`config.mk`:
```
export PLATFORM = sky130hd
export DESIGN_NAME = bitmap_range_ops_find_next
export DESIGN_NICKNAME = d
export VERILOG_FILES = /design/src/sv/brof_pkg.sv /design/src/sv/brof_store.sv /design/src/sv/brof_word_split.sv /design/src/sv/brof_word_unit.sv /design/src/sv/bitmap_range_ops_find_next.sv
export SDC_FILE = /design/constraint.sdc
export NUM_CORES = 2
export LEC_CHECK = 0
export BUFFER_PORTS_ARGS = -buffer_cell sky130_fd_sc_hd__buf_2
export CAP_MARGIN = 20
export CELL_PAD_IN_SITES_DETAIL_PLACEMENT = 1
export CELL_PAD_IN_SITES_GLOBAL_PLACEMENT = 1
export CORE_MARGIN = 2
export CORE_UTILIZATION = 55
export DETAILED_ROUTE_END_ITERATION = 8
export PLACE_DENSITY_LB_ADDON = 0.1
export SETUP_SLACK_MARGIN = 0.5
export SLEW_MARGIN = 20
export SYNTH_ARGS = -nofsm -noshare
export SYNTH_HDL_FRONTEND = slang
export SYNTH_SLANG_ARGS = --single-unit
```
`constraint.sdc`:
```
create_clock -name clk -period 8.9 [get_ports clk]
set_clock_uncertainty 0.15 [all_clocks]
set_input_delay 0.89 -clock clk [delete_from_list [all_inputs] [get_ports clk]]
set_output_delay 0.89 -clock clk [all_outputs]
set_load 0.05 [all_outputs]
```
`src/sv/brof_pkg.sv`:
```
// ============================================================================
// brof_pkg: shared types and codes for the bitmap range/find block
// Command and response item layouts, command modes, word unit op codes and
// the word unit status group.
// ============================================================================
package brof_pkg;

    // Field widths of the command and response items
    localparam int MODE_W = 3;
    localparam int IDX_W  = 11;
    localparam int FIDX_W = 10;

    // Command modes
    localparam logic [MODE_W-1:0] MODE_SET_RANGE   = 3'd0;
    localparam logic [MODE_W-1:0] MODE_CLEAR_RANGE = 3'd1;
    localparam logic [MODE_W-1:0] MODE_FLIP_RANGE  = 3'd2;
    localparam logic [MODE_W-1:0] MODE_READ_BIT    = 3'd3;
    localparam logic [MODE_W-1:0] MODE_NEXT_SET    = 3'd4;
    localparam logic [MODE_W-1:0] MODE_NEXT_CLEAR  = 3'd5;
    localparam logic [MODE_W-1:0] MODE_CLEAR_ALL   = 3'd6;

    // Word unit operations
    typedef logic [2:0] op_t;
    localparam op_t OP_SET1  = 3'd0;
    localparam op_t OP_CLR   = 3'd1;
    localparam op_t OP_FLIP  = 3'd2;
    localparam op_t OP_FIND1 = 3'd3;
    localparam op_t OP_FIND0 = 3'd4;

    // Command item
    typedef struct packed {
        logic [MODE_W-1:0] mode;
        logic [IDX_W-1:0]  from_index;
        logic [IDX_W-1:0]  to_index;
        logic              value;
    } cmd_t;

    // Response item
    typedef struct packed {
        logic              status;
        logic              bit_value;
        logic              found;
        logic [FIDX_W-1:0] found_index;
        logic [IDX_W-1:0]  current_length;
        logic              all_clear;
    } rsp_t;

    // Word unit status back to the sequencer
    typedef struct packed {
        logic write;   // op modifies the word
        logic found;   // find op hit a matching bit in the window
        logic old_nz;  // word had a set bit before
        logic new_nz;  // word has a set bit after
    } unit_stat_t;

endpackage

```
`src/sv/brof_store.sv`:
```
// ============================================================================
// brof_store: bitmap word memory
// One write port and one read port, registered read data, no reset.
// ============================================================================
module brof_store #(
    parameter int DEPTH = 32,
    parameter int WIDTH = 32,
    parameter int AW    = 5
) (
    input  logic             clk,
    input  logic             rd_en,
    input  logic [AW-1:0]    rd_addr,
    output logic [WIDTH-1:0] rd_data,
    input  logic             wr_en,
    input  logic [AW-1:0]    wr_addr,
    input  logic [WIDTH-1:0] wr_data
);

    logic [WIDTH-1:0] mem_array [DEPTH];
    logic [WIDTH-1:0] rd_data_reg;

    // Write and registered read
    always_ff @(posedge clk)
    begin
        if (wr_en)
        begin
            mem_array[wr_addr] <= wr_data;
        end
        if (rd_en)
        begin
            rd_data_reg <= mem_array[rd_addr];
        end
    end

    assign rd_data = rd_data_reg;

endmodule

```
`src/sv/brof_word_split.sv`:
```
// ============================================================================
// brof_word_split: bit index to word index and bit offset
// Two-stage divide by the word width using a reciprocal multiply, with a
// single correction step on the output side.
// ============================================================================
module brof_word_split #(
    parameter int XW         = 11,
    parameter int WORD_WIDTH = 32,
    parameter int OW         = 5
) (
    input  logic          clk,
    input  logic [XW-1:0] x,
    output logic [XW-1:0] q,
    output logic [OW-1:0] r
);

    localparam int PW = 2 * XW;
    localparam logic [XW-1:0] RECIP = XW'((2 ** XW) / WORD_WIDTH);

    logic [PW-1:0] prod_reg;
    logic [XW-1:0] x1_reg;
    logic [XW-1:0] q_est_reg;
    logic [XW-1:0] r_est_reg;
    logic [XW-1:0] q_est;
    logic          r_big;

    // Stage 1: x * floor(2^XW / W)
    always_ff @(posedge clk)
    begin
        prod_reg <= PW'(x) * PW'(RECIP);
        x1_reg   <= x;
    end

    // Stage 2: estimate is exact or one low
    assign q_est = prod_reg[PW-1:XW];

    always_ff @(posedge clk)
    begin
        q_est_reg <= q_est;
        r_est_reg <= x1_reg - q_est * XW'(WORD_WIDTH);
    end

    // Correction
    assign r_big = (r_est_reg >= XW'(WORD_WIDTH));
    assign q     = r_big ? (q_est_reg + XW'(1)) : q_est_reg;
    assign r     = r_big ? OW'(r_est_reg - XW'(WORD_WIDTH)) : OW'(r_est_reg);

endmodule

```
`src/sv/brof_word_unit.sv`:
```
// ============================================================================
// brof_word_unit: shared word operation unit
// Builds the bit window of one word from the scan bounds, then sets, clears
// or flips it, or finds the lowest matching bit inside it.
// ============================================================================
module brof_word_unit
    import brof_pkg::*;
#(
    parameter int CW         = 11,
    parameter int WORD_WIDTH = 32,
    parameter int OW         = 5,
    parameter int HW         = 6
) (
    input  logic [WORD_WIDTH-1:0] word,
    input  logic [CW-1:0]         base,
    input  logic [CW-1:0]         start,
    input  logic [CW-1:0]         stop,
    input  op_t                   op,
    output logic [WORD_WIDTH-1:0] new_word,
    output logic [OW-1:0]         fpos,
    output unit_stat_t            stat
);

    logic [CW-1:0]         lo_diff;
    logic [CW-1:0]         hi_diff;
    logic [HW-1:0]         lo;
    logic [HW-1:0]         hi;
    logic [WORD_WIDTH-1:0] mask;
    logic [WORD_WIDTH-1:0] target;
    logic [WORD_WIDTH-1:0] lowest;

    // Window bounds relative to this word
    assign lo_diff = start - base;
    assign hi_diff = stop - base;
    assign lo = (start > base) ? lo_diff[HW-1:0] : '0;
    assign hi = (hi_diff >= CW'(WORD_WIDTH)) ? HW'(WORD_WIDTH) : hi_diff[HW-1:0];

    always_comb
    begin
        for (int i = 0; i < WORD_WIDTH; i++)
        begin
            mask[i] = (HW'(i) >= lo) && (HW'(i) < hi);
        end
    end

    // Word update, search target and status
    always_comb
    begin
        new_word   = word;
        target     = '0;
        stat.write = 1'b0;
        case (op)
            OP_SET1:
            begin
                new_word   = word | mask;
                stat.write = 1'b1;
            end
            OP_CLR:
            begin
                new_word   = word & ~mask;
                stat.write = 1'b1;
            end
            OP_FLIP:
            begin
                new_word   = word ^ mask;
                stat.write = 1'b1;
            end
            OP_FIND1:
            begin
                target = word & mask;
            end
            OP_FIND0:
            begin
                target = ~word & mask;
            end
            default:
            begin
                new_word = word;
            end
        endcase
        stat.found  = |target;
        stat.old_nz = |word;
        stat.new_nz = |new_word;
    end

    // Lowest matching bit: isolate, then encode
    assign lowest = target & (~target + WORD_WIDTH'(1));

    always_comb
    begin
        fpos = '0;
        for (int i = 0; i < WORD_WIDTH; i++)
        begin
            for (int b = 0; b < OW; b++)
            begin
                if (((i >> b) & 1) == 1)
                begin
                    fpos[b] = fpos[b] | lowest[i];
                end
            end
        end
    end

endmodule

```
`src/sv/bitmap_range_ops_find_next.sv`:
```
// ============================================================================
// bitmap_range_ops_find_next: bitmap with range commands and bit search
// Word-serial sequencer over a word memory with one shared word unit.
// ============================================================================
// Flow: after acceptance, setup states S_DIV1 and S_DIV2 (two-stage word split) and S_DIV3
//   (bounds check), then the word scan in S_SCAN and the response load in S_DONE. A rejected
//   or empty range command goes straight to S_DONE, and an empty scan ends at S_DIV3.
// Commands: one at a time; cmd_stall stays high until the response is loaded.
//   Searches stop early.
// Reset: length 0; a clearing pass stalls commands while it runs, and a
//   length write runs a trim pass over the words above the new length.
module bitmap_range_ops_find_next
    import brof_pkg::*;
#(
    parameter int CAPACITY   = 1024,
    parameter int WORD_WIDTH = 32
) (
    input  logic             clk,
    input  logic             rst_n,
    input  logic             cmd_valid,
    output logic             cmd_stall,
    input  cmd_t             cmd,
    output logic             rsp_valid,
    input  logic             rsp_stall,
    output rsp_t             rsp,
    input  logic             cfg_wr_en,
    input  logic [IDX_W-1:0] cfg_wr_data
);

    localparam int NW  = (CAPACITY + WORD_WIDTH - 1) / WORD_WIDTH;
    localparam int AW  = (NW > 1) ? $clog2(NW) : 1;
    localparam int XW  = $clog2(CAPACITY + 1);
    localparam int CW  = (XW > IDX_W) ? XW : IDX_W;
    localparam int BW  = CW + 1;
    localparam int OW  = $clog2(WORD_WIDTH);
    localparam int HW  = $clog2(WORD_WIDTH + 1);
    localparam int NCW = $clog2(NW + 1);

    // Sequencer states
    localparam logic [2:0] S_IDLE = 3'd0;
    localparam logic [2:0] S_DIV1 = 3'd1;
    localparam logic [2:0] S_DIV2 = 3'd2;
    localparam logic [2:0] S_DIV3 = 3'd3;
    localparam logic [2:0] S_SCAN = 3'd4;
    localparam logic [2:0] S_DONE = 3'd5;

    logic [2:0]        state_reg, state_next;
    op_t               op_reg, op_next;
    logic [CW-1:0]     start_reg, start_next;
    logic [CW-1:0]     end_reg, end_next;
    logic              noctr_reg, noctr_next;
    logic              res_pend_reg, res_pend_next;
    logic              read_reg, read_next;
    logic              res_status_reg, res_status_next;
    logic              res_found_reg, res_found_next;
    logic [FIDX_W-1:0] res_fidx_reg, res_fidx_next;
    logic [XW-1:0]     length_reg, length_next;
    logic [NCW-1:0]    nz_reg, nz_next;
    logic [AW-1:0]     rd_addr_reg, rd_addr_next;
    logic [BW-1:0]     rd_base_reg, rd_base_next;
    logic              iss_more_reg, iss_more_next;
    logic              dv_reg, dv_next;
    logic [AW-1:0]     d_addr_reg, d_addr_next;
    logic [CW-1:0]     d_base_reg, d_base_next;
    logic              d_last_reg, d_last_next;
    logic              rsp_valid_reg, rsp_valid_next;
    rsp_t              rsp_reg, rsp_next;

    logic [CW-1:0]         cmd_from;
    logic [CW-1:0]         cmd_to;
    logic [CW-1:0]         len_cw;
    logic [CW-1:0]         cap_cw;
    logic [CW-1:0]         cfg_raw;
    logic [CW-1:0]         cfg_len;
    logic [CW-1:0]         read_end;
    logic [CW-1:0]         split_q;
    logic [OW-1:0]         split_r;
    logic                  mem_re;
    logic                  mem_we;
    logic [WORD_WIDTH-1:0] mem_rdata;
    logic [WORD_WIDTH-1:0] unit_word;
    logic [OW-1:0]         unit_fpos;
    unit_stat_t            unit_stat;
    logic                  finish;

    // Operand views at internal width
    assign cmd_from = CW'(cmd.from_index);
    assign cmd_to   = CW'(cmd.to_index);
    assign len_cw   = CW'(length_reg);
    assign cap_cw   = CW'(CAPACITY);
    assign cfg_raw  = CW'(cfg_wr_data);
    assign cfg_len  = (cfg_raw > cap_cw) ? cap_cw : cfg_raw;
    assign read_end = (cmd_from < len_cw) ? (cmd_from + CW'(1)) : len_cw;

    assign cmd_stall = (state_reg != S_IDLE) || cfg_wr_en;
    assign rsp_valid = rsp_valid_reg;
    assign rsp       = rsp_reg;

    // Word index and offset of the scan start
    brof_word_split #(
        .XW         (CW),
        .WORD_WIDTH (WORD_WIDTH),
        .OW         (OW)
    ) u_split (
        .clk (clk),
        .x   (start_reg),
        .q   (split_q),
        .r   (split_r)
    );

    // Word memory
    brof_store #(
        .DEPTH (NW),
        .WIDTH (WORD_WIDTH),
        .AW    (AW)
    ) u_store (
        .clk     (clk),
        .rd_en   (mem_re),
        .rd_addr (rd_addr_reg),
        .rd_data (mem_rdata),
        .wr_en   (mem_we),
        .wr_addr (d_addr_reg),
        .wr_data (unit_word)
    );

    // Shared word unit on the read data
    brof_word_unit #(
        .CW         (CW),
        .WORD_WIDTH (WORD_WIDTH),
        .OW         (OW),
        .HW         (HW)
    ) u_unit (
        .word     (mem_rdata),
        .base     (d_base_reg),
        .start    (start_reg),
        .stop     (end_reg),
        .op       (op_reg),
        .new_word (unit_word),
        .fpos     (unit_fpos),
        .stat     (unit_stat)
    );

    // Sequencer
    always_comb
    begin
        state_next      = state_reg;
        op_next         = op_reg;
        start_next      = start_reg;
        end_next        = end_reg;
        noctr_next      = noctr_reg;
        res_pend_next   = res_pend_reg;
        read_next       = read_reg;
        res_status_next = res_status_reg;
        res_found_next  = res_found_reg;
        res_fidx_next   = res_fidx_reg;
        length_next     = length_reg;
        nz_next         = nz_reg;
        rd_addr_next    = rd_addr_reg;
        rd_base_next    = rd_base_reg;
        iss_more_next   = iss_more_reg;
        dv_next         = dv_reg;
        d_addr_next     = d_addr_reg;
        d_base_next     = d_base_reg;
        d_last_next     = d_last_reg;
        rsp_valid_next  = rsp_valid_reg;
        rsp_next        = rsp_reg;
        mem_re          = 1'b0;
        mem_we          = 1'b0;
        finish          = 1'b0;

        if (rsp_valid_reg && !rsp_stall)
        begin
            rsp_valid_next = 1'b0;
        end

        case (state_reg)
            S_IDLE:
            begin
                if (cmd_valid && !cmd_stall)
                begin
                    res_pend_next   = 1'b1;
                    res_status_next = 1'b0;
                    res_found_next  = 1'b0;
                    res_fidx_next   = '0;
                    read_next       = 1'b0;
                    noctr_next      = 1'b0;
                    state_next      = S_DONE;
                    case (cmd.mode)
                        MODE_SET_RANGE, MODE_CLEAR_RANGE, MODE_FLIP_RANGE:
                        begin
                            if ((cmd_from > cmd_to) || (cmd_to > cap_cw))
                            begin
                                res_status_next = 1'b1;
                            end
                            else if (cmd_from != cmd_to)
                            begin
                                start_next = cmd_from;
                                end_next   = cmd_to;
                                state_next = S_DIV1;
                                if (cmd.mode == MODE_SET_RANGE)
                                begin
                                    op_next = cmd.value ? OP_SET1 : OP_CLR;
                                end
                                else if (cmd.mode == MODE_FLIP_RANGE)
                                begin
                                    op_next = OP_FLIP;
                                end
                                else
                                begin
                                    op_next = OP_CLR;
                                end
                                // set and flip extend the length
                                if ((cmd.mode != MODE_CLEAR_RANGE) && (cmd_to > len_cw))
                                begin
                                    length_next = XW'(cmd_to);
                                end
                            end
                        end
                        MODE_READ_BIT:
                        begin
                            if (cmd_from >= cap_cw)
                            begin
                                res_status_next = 1'b1;
                            end
                            else
                            begin
                                op_next    = OP_FIND1;
                                start_next = cmd_from;
                                end_next   = read_end;
                                read_next  = 1'b1;
                                state_next = S_DIV1;
                            end
                        end
                        MODE_NEXT_SET, MODE_NEXT_CLEAR:
                        begin
                            if (cmd_from >= cap_cw)
                            begin
                                res_status_next = 1'b1;
                            end
                            else
                            begin
                                op_next    = (cmd.mode == MODE_NEXT_SET) ? OP_FIND1 : OP_FIND0;
                                start_next = cmd_from;
                                end_next   = len_cw;
                                state_next = S_DIV1;
                            end
                        end
                        MODE_CLEAR_ALL:
                        begin
                            op_next    = OP_CLR;
                            start_next = '0;
                            end_next   = cap_cw;
                            noctr_next = 1'b1;
                            nz_next    = '0;
                            state_next = S_DIV1;
                        end
                        default:
                        begin
                            res_status_next = 1'b1;
                        end
                    endcase
                end
            end
            S_DIV1:
            begin
                state_next = S_DIV2;
            end
            S_DIV2:
            begin
                state_next = S_DIV3;
            end
            S_DIV3:
            begin
                if (start_reg >= end_reg)
                begin
                    finish = 1'b1;
                end
                else
                begin
                    rd_addr_next  = split_q[AW-1:0];
                    rd_base_next  = {1'b0, start_reg} - BW'(split_r);
                    iss_more_next = 1'b1;
                    dv_next       = 1'b0;
                    state_next    = S_SCAN;
                end
            end
            S_SCAN:
            begin
                // read issue side
                dv_next = 1'b0;
                if (iss_more_reg)
                begin
                    mem_re        = 1'b1;
                    dv_next       = 1'b1;
                    d_addr_next   = rd_addr_reg;
                    d_base_next   = rd_base_reg[CW-1:0];
                    d_last_next   = (rd_base_reg + BW'(WORD_WIDTH)) >= {1'b0, end_reg};
                    iss_more_next = !d_last_next;
                    rd_addr_next  = rd_addr_reg + AW'(1);
                    rd_base_next  = rd_base_reg + BW'(WORD_WIDTH);
                end
                // data side
                if (dv_reg)
                begin
                    if (unit_stat.write)
                    begin
                        mem_we = 1'b1;
                        if (!noctr_reg)
                        begin
                            if (unit_stat.new_nz && !unit_stat.old_nz)
                            begin
                                nz_next = nz_reg + NCW'(1);
                            end
                            else if (!unit_stat.new_nz && unit_stat.old_nz)
                            begin
                                nz_next = nz_reg - NCW'(1);
                            end
                        end
                    end
                    if (!unit_stat.write && unit_stat.found)
                    begin
                        res_found_next = 1'b1;
                        res_fidx_next  = FIDX_W'(d_base_reg + CW'(unit_fpos));
                        finish         = 1'b1;
                    end
                    else if (d_last_reg)
                    begin
                        finish = 1'b1;
                    end
                end
            end
            S_DONE:
            begin
                if (!rsp_valid_reg || !rsp_stall)
                begin
                    rsp_valid_next          = 1'b1;
                    rsp_next.status         = res_status_reg;
                    rsp_next.bit_value      = read_reg & res_found_reg;
                    rsp_next.found          = !read_reg & res_found_reg;
                    rsp_next.found_index    = read_reg ? '0 : res_fidx_reg;
                    rsp_next.current_length = IDX_W'(length_reg);
                    rsp_next.all_clear      = (nz_reg == '0);
                    state_next              = S_IDLE;
                end
            end
            default:
            begin
                state_next = S_IDLE;
            end
        endcase

        // End of scan: respond or go quiet
        if (finish)
        begin
            state_next    = res_pend_reg ? S_DONE : S_IDLE;
            dv_next       = 1'b0;
            iss_more_next = 1'b0;
        end

        // Length write: load, then trim everything above it
        if (cfg_wr_en)
        begin
            length_next   = XW'(cfg_len);
            start_next    = ((state_reg != S_IDLE) && (start_reg < cfg_len)) ? start_reg : cfg_len;
            end_next      = cap_cw;
            op_next       = OP_CLR;
            noctr_next    = (state_reg != S_IDLE) ? noctr_reg : 1'b0;
            res_pend_next = 1'b0;
            dv_next       = 1'b0;
            iss_more_next = 1'b0;
            state_next    = S_DIV1;
        end
    end

    // Control registers; reset starts the clearing pass
    always_ff @(posedge clk or negedge rst_n)
    begin
        if (!rst_n)
        begin
            state_reg      <= S_DIV1;
            op_reg         <= OP_CLR;
            start_reg      <= '0;
            end_reg        <= CW'(CAPACITY);
            noctr_reg      <= 1'b1;
            res_pend_reg   <= 1'b0;
            read_reg       <= 1'b0;
            length_reg     <= '0;
            nz_reg         <= '0;
            iss_more_reg   <= 1'b0;
            dv_reg         <= 1'b0;
            d_last_reg     <= 1'b0;
            rsp_valid_reg  <= 1'b0;
        end
        else
        begin
            state_reg      <= state_next;
            op_reg         <= op_next;
            start_reg      <= start_next;
            end_reg        <= end_next;
            noctr_reg      <= noctr_next;
            res_pend_reg   <= res_pend_next;
            read_reg       <= read_next;
            length_reg     <= length_next;
            nz_reg         <= nz_next;
            iss_more_reg   <= iss_more_next;
            dv_reg         <= dv_next;
            d_last_reg     <= d_last_next;
            rsp_valid_reg  <= rsp_valid_next;
        end
    end

    // Payload registers
    always_ff @(posedge clk)
    begin
        res_status_reg <= res_status_next;
        res_found_reg  <= res_found_next;
        res_fidx_reg   <= res_fidx_next;
        rd_addr_reg    <= rd_addr_next;
        rd_base_reg    <= rd_base_next;
        d_addr_reg     <= d_addr_next;
        d_base_reg     <= d_base_next;
        rsp_reg        <= rsp_next;
    end

    // Checks
    a_len_bound: assert property (@(posedge clk) disable iff (!rst_n)
        length_reg <= XW'(CAPACITY))
        else $error("length above capacity");

    a_nz_bound: assert property (@(posedge clk) disable iff (!rst_n)
        nz_reg <= NCW'(NW))
        else $error("nonzero word count above word count");

    a_cmd_busy: assert property (@(posedge clk) disable iff (!rst_n)
        (cmd_valid && !cmd_stall) |=> (state_reg != S_IDLE))
        else $error("accepted command did not start");

    a_rsp_src: assert property (@(posedge clk) disable iff (!rst_n)
        $rose(rsp_valid) |-> ($past(state_reg) == S_DONE))
        else $error("response raised outside done state");

    a_dv_scan: assert property (@(posedge clk) disable iff (!rst_n)
        dv_reg |-> (state_reg == S_SCAN))
        else $error("word data pending outside scan");

endmodule
```
# Word level (Yosys, flattened, before mapping)

Memories as Yosys holds them, arrays and structs flattened. A register that Yosys moved wholly into a read port is not among the register bits.
Cells that the tools add are included.

Magnitude comparators: 76
Reduce and logical (&&, ||, !) cells: 85
Bitwise operators: 86
Add/sub/neg operators: 13
Mux-type cells: 114
Eq/ne operators: 38

Operators with widths:

| operator                                                                            | number |
|---|---|
| 11-bit 2-to-1 mux                                                                   | 23 |
| 32-bit bitwise AND                                                                  | 4 |
| 5-bit by 6-bit greater-or-equal comparator with 1-bit output (first input constant) | 16 |
| 5-bit by 6-bit less-than comparator with 1-bit output (first input constant)        | 16 |
| 32-bit inverter                                                                     | 3 |
| 32-bit one-hot mux with 3 select lines                                              | 1 |
| 32-bit OR reduction                                                                 | 3 |
| 1-bit OR                                                                            | 75 |
| 32-bit one-hot mux with 2 select lines                                              | 1 |
| 6-bit 2-to-1 mux                                                                    | 9 |
| 3-bit 2-to-1 mux                                                                    | 17 |
| 4-bit by 6-bit greater-or-equal comparator with 1-bit output (first input constant) | 8 |
| 4-bit by 6-bit less-than comparator with 1-bit output (first input constant)        | 8 |
| 11-bit one-hot mux with 4 select lines                                              | 1 |
| 1-bit logical AND                                                                   | 39 |
| 1-bit 2-to-1 mux                                                                    | 38 |
| 11-bit greater-than comparator                                                      | 3 |
| 11-bit one-hot mux with 3 select lines                                              | 1 |
| 32-bit by 1-bit adder with 32-bit output (second input constant)                    | 1 |
| 32-bit OR                                                                           | 1 |
| 32-bit bitwise XOR                                                                  | 1 |
| 10-bit 2-to-1 mux                                                                   | 3 |
| 3-bit by 6-bit greater-or-equal comparator with 1-bit output (first input constant) | 4 |
| 3-bit by 6-bit less-than comparator with 1-bit output (first input constant)        | 4 |
| 57 further kinds                                                                    | 132 |

Word-level logic and storage cells: 442
Bits in writable memories: 1024
Memories: 1
Input port bits: 42
Bits in registers: 149
Output and inout bits: 27

Memory list:

| memory            | words | width | rd ports | clocked after Yosys merged registers in | wr ports | line             | source |
|---|---|---|---|---|---|---|---|
| u_store.mem_array | 32    | 32    | 1        | 1                                       | 1        | brof_store.sv:19 | `logic [WIDTH-1:0] mem_array [DEPTH];` |

# Depth between registers and ports, before layout

Word-level depth: 29
Gate-level depth with buffers: 32

# By module

Synthesis repeated with hierarchy kept, for this count alone.

Cells, all modules: 3914
Area, all modules: 54517.3 um^2

Modules (own cells, without submodules):

| module                     | instances | area an instance (um^2) | seq. area each (um^2) | cells each |
|---|---|---|---|---|
| brof_store                 | 1         | 40811.6                 | 31710.4               | 2260 |
| bitmap_range_ops_find_next | 1         | 7830.0                  | 3408.3                | 786 |
| brof_word_unit             | 1         | 5371.4                  | 0.0                   | 834 |
| brof_word_split            | 1         | 504.2                   | 440.4                 | 34 |

# Least setup slack after synthesis

OpenSTA, ideal clock, no wires.

Path type: flip-flop to flip-flop
Start: reg end_reg[0]
End: reg nz_reg[5]
Library setup time: 0.129 ns
Data required time: 8.621 ns
Arrival: 6.660 ns
Slack: 1.961 ns
Path buffers: 3
Stages on the path, launching flop included: 31
Cells stage by stage: dfrtp_1 inv_1 ha_1 fa_1 nand2b_1 a211oi_2 mux2i_1 a211oi_2 and4_1 buf_6 buf_2 buf_1 nand2_1 o21bai_1 ha_1 a21oi_1 a221oi_1 or4_1 nor4b_1 nand4b_1 ha_1 inv_1 ha_1 a21o_1 a21oi_1 o21bai_1 a21oi_1 xnor2_1 nor2_1 o21ai_0 o21ai_0

Longest elaborated chain between the ends: 15
Elaborated cells between the ends (all ways): 83
Classes of those cells: add/sub (1); order compare (33); eq/ne (1); mux (7); bitwise (4); reduce/logical (37)

Ends and longest elaborated chain:

| item                                                          | line                              | source |
|---|---|---|
| start, declared                                               | bitmap_range_ops_find_next.sv:50  | `logic [CW-1:0] end_reg, end_next;` |
| start signal, assigned                                        | bitmap_range_ops_find_next.sv:383 | `end_reg <= CW'(CAPACITY);` |
| start signal, assigned                                        | bitmap_range_ops_find_next.sv:399 | `end_reg <= end_next;` |
| 11-bit subtractor (*)                                         | brof_word_unit.sv:34              | `assign hi_diff = stop - base;` |
| 11-bit by 6-bit greater-or-equal comparator with 1-bit output | brof_word_unit.sv:36              | `assign hi = (hi_diff >= CW'(WORD_WIDTH)) ? HW'(WORD_WIDTH) : hi_diff[HW-1:0];` |
| 6-bit 2-to-1 mux (*)                                          | brof_word_unit.sv:36              |  |
| 4-bit by 6-bit less-than comparator with 1-bit output (*)     | brof_word_unit.sv:42              | `mask[i] = (HW'(i) >= lo) && (HW'(i) < hi);` |
| 1-bit logical AND (*)                                         | brof_word_unit.sv:42              |  |
| 32-bit inverter                                               | brof_word_unit.sv:60              | `new_word = word & ~mask;` |
| 32-bit bitwise AND                                            | brof_word_unit.sv:60              |  |
| 32-bit one-hot mux with 3 select lines (*)                    | brof_word_unit.sv:52              | `case (op)` |
| named net u_store.wr_data[9]                                  | brof_store.sv:16                  | `input logic [WIDTH-1:0] wr_data` |
| 32-bit OR reduction (*)                                       | brof_word_unit.sv:83              | `stat.new_nz = \|new_word;` |
| 1-bit logical AND                                             | bitmap_range_ops_find_next.sv:310 | `if (unit_stat.new_nz && !unit_stat.old_nz)` |
| 6-bit 2-to-1 mux                                              | bitmap_range_ops_find_next.sv:310 |  |
| 6-bit 2-to-1 mux                                              | bitmap_range_ops_find_next.sv:308 | `if (!noctr_reg)` |
| 6-bit 2-to-1 mux                                              | bitmap_range_ops_find_next.sv:305 | `if (unit_stat.write)` |
| 6-bit 2-to-1 mux                                              | bitmap_range_ops_find_next.sv:303 | `if (dv_reg)` |
| 6-bit one-hot mux with 2 select lines                         | bitmap_range_ops_find_next.sv:176 | `case (state_reg)` |
| end signal, assigned                                          | bitmap_range_ops_find_next.sv:404 | `nz_reg <= nz_next;` |
| end, declared                                                 | bitmap_range_ops_find_next.sv:58  | `logic [NCW-1:0] nz_reg, nz_next;` |

The timed path passes the listed nets; every way through them passes the cells marked *. The select of a mux whose other input is x is not followed.
A chain may end at the register's enable or synchronous reset.

# Final worst setup path

Start: reg end_reg[0]
End: reg nz_reg[5]

Longest elaborated chain between the ends: 15
Elaborated cells between the ends (all ways): 83
Classes of those cells: add/sub (1); order compare (33); eq/ne (1); mux (7); bitwise (4); reduce/logical (37)

Ends and longest elaborated chain:

| item                                                          | line |
|---|---|
| 11-bit subtractor (*)                                         | brof_word_unit.sv:34 |
| 11-bit by 6-bit greater-or-equal comparator with 1-bit output | brof_word_unit.sv:36 |
| 6-bit 2-to-1 mux (*)                                          | brof_word_unit.sv:36 |
| 3-bit by 6-bit less-than comparator with 1-bit output (*)     | brof_word_unit.sv:42 |
| 1-bit logical AND (*)                                         | brof_word_unit.sv:42 |
| 32-bit inverter                                               | brof_word_unit.sv:60 |
| 32-bit bitwise AND                                            | brof_word_unit.sv:60 |
| 32-bit one-hot mux with 3 select lines (*)                    | brof_word_unit.sv:52 |
| named net u_store.wr_data[5]                                  | brof_store.sv:16 |
| 32-bit OR reduction (*)                                       | brof_word_unit.sv:83 |
| 1-bit logical AND                                             | bitmap_range_ops_find_next.sv:310 |
| 6-bit 2-to-1 mux                                              | bitmap_range_ops_find_next.sv:310 |
| 6-bit 2-to-1 mux                                              | bitmap_range_ops_find_next.sv:308 |
| 6-bit 2-to-1 mux                                              | bitmap_range_ops_find_next.sv:305 |
| 6-bit 2-to-1 mux                                              | bitmap_range_ops_find_next.sv:303 |
| 6-bit one-hot mux with 2 select lines                         | bitmap_range_ops_find_next.sv:176 |

Marked as above.

==> flow_summary.toml <==
[worst_setup_path]
cpMaxStageDelayCell = "or4_1"
r2r_cells = 31
arrival_ps = 8080
cp_slowest_stage_delay_ps = 590
path_depth = 31
worstPathRequired_ps = 9360
cp-start-kind = "flop"
crit_path_end_kind = "flop"
worstPathMaxFanout = 33
cp_common_cell = "o21ai_0"
path_class = "flop to flop"
critPathTopFamily = "compound AO/OA/AOI/OAI gates"
critPathBufInv = 5

[power_and_ir_drop]
cellLeakagePower_nw = 21.0
powerDensity_nw_per_um2 = 258
ir_drop_mv = 0.208

[sta]
worstMarginPinSlew_ps = 1080
timing.final.ws_setup_ps = 1280
min_period_over_period_pct = 85.6
hold_viol_final = 0
maxSlewHeadroom_pct = 26.4
drv_slew = 0
setup-violations-final = 0
rsz0062_at_grt = "no"
min_period_ps = 7620
fin_tns_setup_ps = 0
fmax_ghz = 0.131

[logic_synthesis]
synthDistinctLibCells = 95
syn_nets = 3422
syn_inst = 3207
synth.avg_cell_area_um2 = 16.7
synth_edf_count = 1126
syn_area_um2 = 53500
yosys_warnings = 0
synth_flop_cell = "edfxtp_1"
ys_ff_latch = 1198
ys_async_sr_fraction_pct = 4.34
yosysSeqAreaShare_pct = 66.3

[global_route]
grt_pass1_wl_um = 229000
antenna_found_initial = 3
grt.met2_usage_pct = 52.1
grt_max_degree = 153
gr-usage-met3_pct = 4.58
grt_pass1_vias = 33200
overflow = 0
grt_use_met1_pct = 44.5
grt_most_used_layer = "met2"
track_usage_pct = 31.9

[place]
portBuffers = 68
place.gp.congestion = 1.02
hpwl_um = 97800
pre_cts_ws_ps = 1380

[clocking]
clkTransAtPathRegs_ps = 60
cts_tree = "yes"
clk_latency_ps = 750
postCtsHoldBufs = 0
cts_root_buf = "clkbuf_16"
cts.path.max_buffers = 3
numCtsBuffers = 119
cts_max_level = 3
cts_setup_buffers = 0
cts_sinks = 1198
cts_resized = 0

[die]
ios = 69
rows = 114
die-area_um2 = 99900
core_um2 = 96600
fp.dieH_um = 316
die_x_um = 316
initial_core_util_pct = 55.4

[hold_path]
holdCritPathClass = "input pin to async pin"

[cells_and_area]
final_core_util_pct = 62.1
largest_reg_flops = 1024
drive_above_1_share_pct = 23.6
finalNetCount = 3572
area_growth_pct = 12.1

[run]
max_cap_viol_count = 0

[drt]
dr.pass1.iters = 6
avgViaCountPerCell = 6.61
drc = 0
wl_um = 156000
routedWlPerCell_um = 32.9
antenna_left = 0
drt_iter0_markers = 3134
vias = 31300

[status]
status = "finished, final reports clean"
-- layout make-up --
cell class	instances	area, µm²
Fill cell	8493	36600
Sequential cell	1198	35500
Multi-Input combinational cell	1748	17400
Clock buffer	133	3040
Tap cell	1276	1600
Timing Repair Buffer	179	1220
Clock inverter	85	808
Inverter	111	417
Antenna cell	1	2.50
-- logic make-up (layout without fill, tap and decap cells) --
logic type                 after synthesis  after routing  share of synthesized area (%)
other                                    0              1                              0
adders and majority gates              173            173                           4.11
and+or+nand+nor                        637            637                           5.63
xor gates and xnor gates                80             80                           1.32
muxes                                  378            378                           14.6
AOI/OAI and AO/OA                      480            480                           6.06
buffers and inverters                  261            508                           1.89
DFF                                   1198           1198                           66.3
-- stage by stage --
| stage | cell area, µm² | cells | hold slack, ps | power [mW] |
|---|---|---|---|---|
| floorplan | 53500 | 3207 | 160 | 9.31 |
| global placement | 56100 | 4510 | 163 | 10.5 |
| detailed placement | 56100 | 4510 | 165 | 10.6 |
| CTS | 60000 | 4728 | 145 | 15.5 |
| global route | 60000 | 4730 | 152 | 16.1 |
| finish | 60000 | 4731 | 143 | 15.5 |
-- metal layers --
layer | up-vias | wire length, µm | share of wire (%)
li1 | 13100 | - | -
met1 | 16500 | 63100 | 41
met2 | 1369 | 76600 | 49
met3 | 349 | 10500 | 6.7
met4 | 2 | 5530 | 3.5
met5 | - | 13 | 0.0083
-- synth_stat cells, types with 13 or more instances --
library cell	n	share of area, %
dfrtp_1	48	2.2
nor2b_1	33	0.39
o31ai_1	13	0.18
nand3_1	42	0.39
nor4_1	17	0.20
edfxtp_1	1126	63
o21a_1	18	0.25
clkbuf_1	98	0.69
a22oi_1	19	0.27
nand2_1	234	1.6
buf_1	38	0.27
a31oi_1	13	0.15
mux2i_1	17	0.32
a21o_1	26	0.36
o21ai_0	133	1.2
a21oi_1	82	0.77
nor2_1	153	1.1
xnor2_1	50	0.82
nand4_1	16	0.19
mux4_2	320	13
nor3_1	32	0.30
ha_1	168	3.9
mux2_2	41	0.86
dfxtp_1	20	0.75
nand2b_1	29	0.34
a211oi_1	13	0.18
and3_1	13	0.15
xor2_1	29	0.47
o22ai_1	37	0.43
inv_1	110	0.77
-- worst paths after layout --
| kind | from | to | slack (ps) |
|---|---|---|---|
| min in group clk | u_split.prod_reg[10] | u_split.r_est_reg[4] | 150 |
| max in group asynchronous | rst_n | op_reg[2] | 7880 |
| min | rst_n | len_cw[7] | 140 |
| max | end_reg[0] | nz_reg[5] | 1280 |
| max reg2reg | end_reg[0] | nz_reg[5] | 1280 |
| min reg2reg | u_split.prod_reg[10] | u_split.r_est_reg[4] | 150 |
-- power by group --
group | leakage [nW] | switching [mW] | internal (mW)
sequential | 11.5 | 0.159 | 6.75
combinational | 7.66 | 2.26 | 1.37
clock | 1.88 | 2.17 | 2.78
total | 21.0 | 4.59 | 10.9
-- placed cells by master (no fill, tap or decap), types with 68 or more instances in the layout --
master        n
nor2_1      120
a21oi_1      70
o21ai_0     132
mux4_2      320
nand2_1     234
inv_1       109
edfxtp_1   1126
buf_4       106
clkbuf_16   119
ha_1        168
buf_2        68
Note: power is estimated with default switching activity, not from simulation.
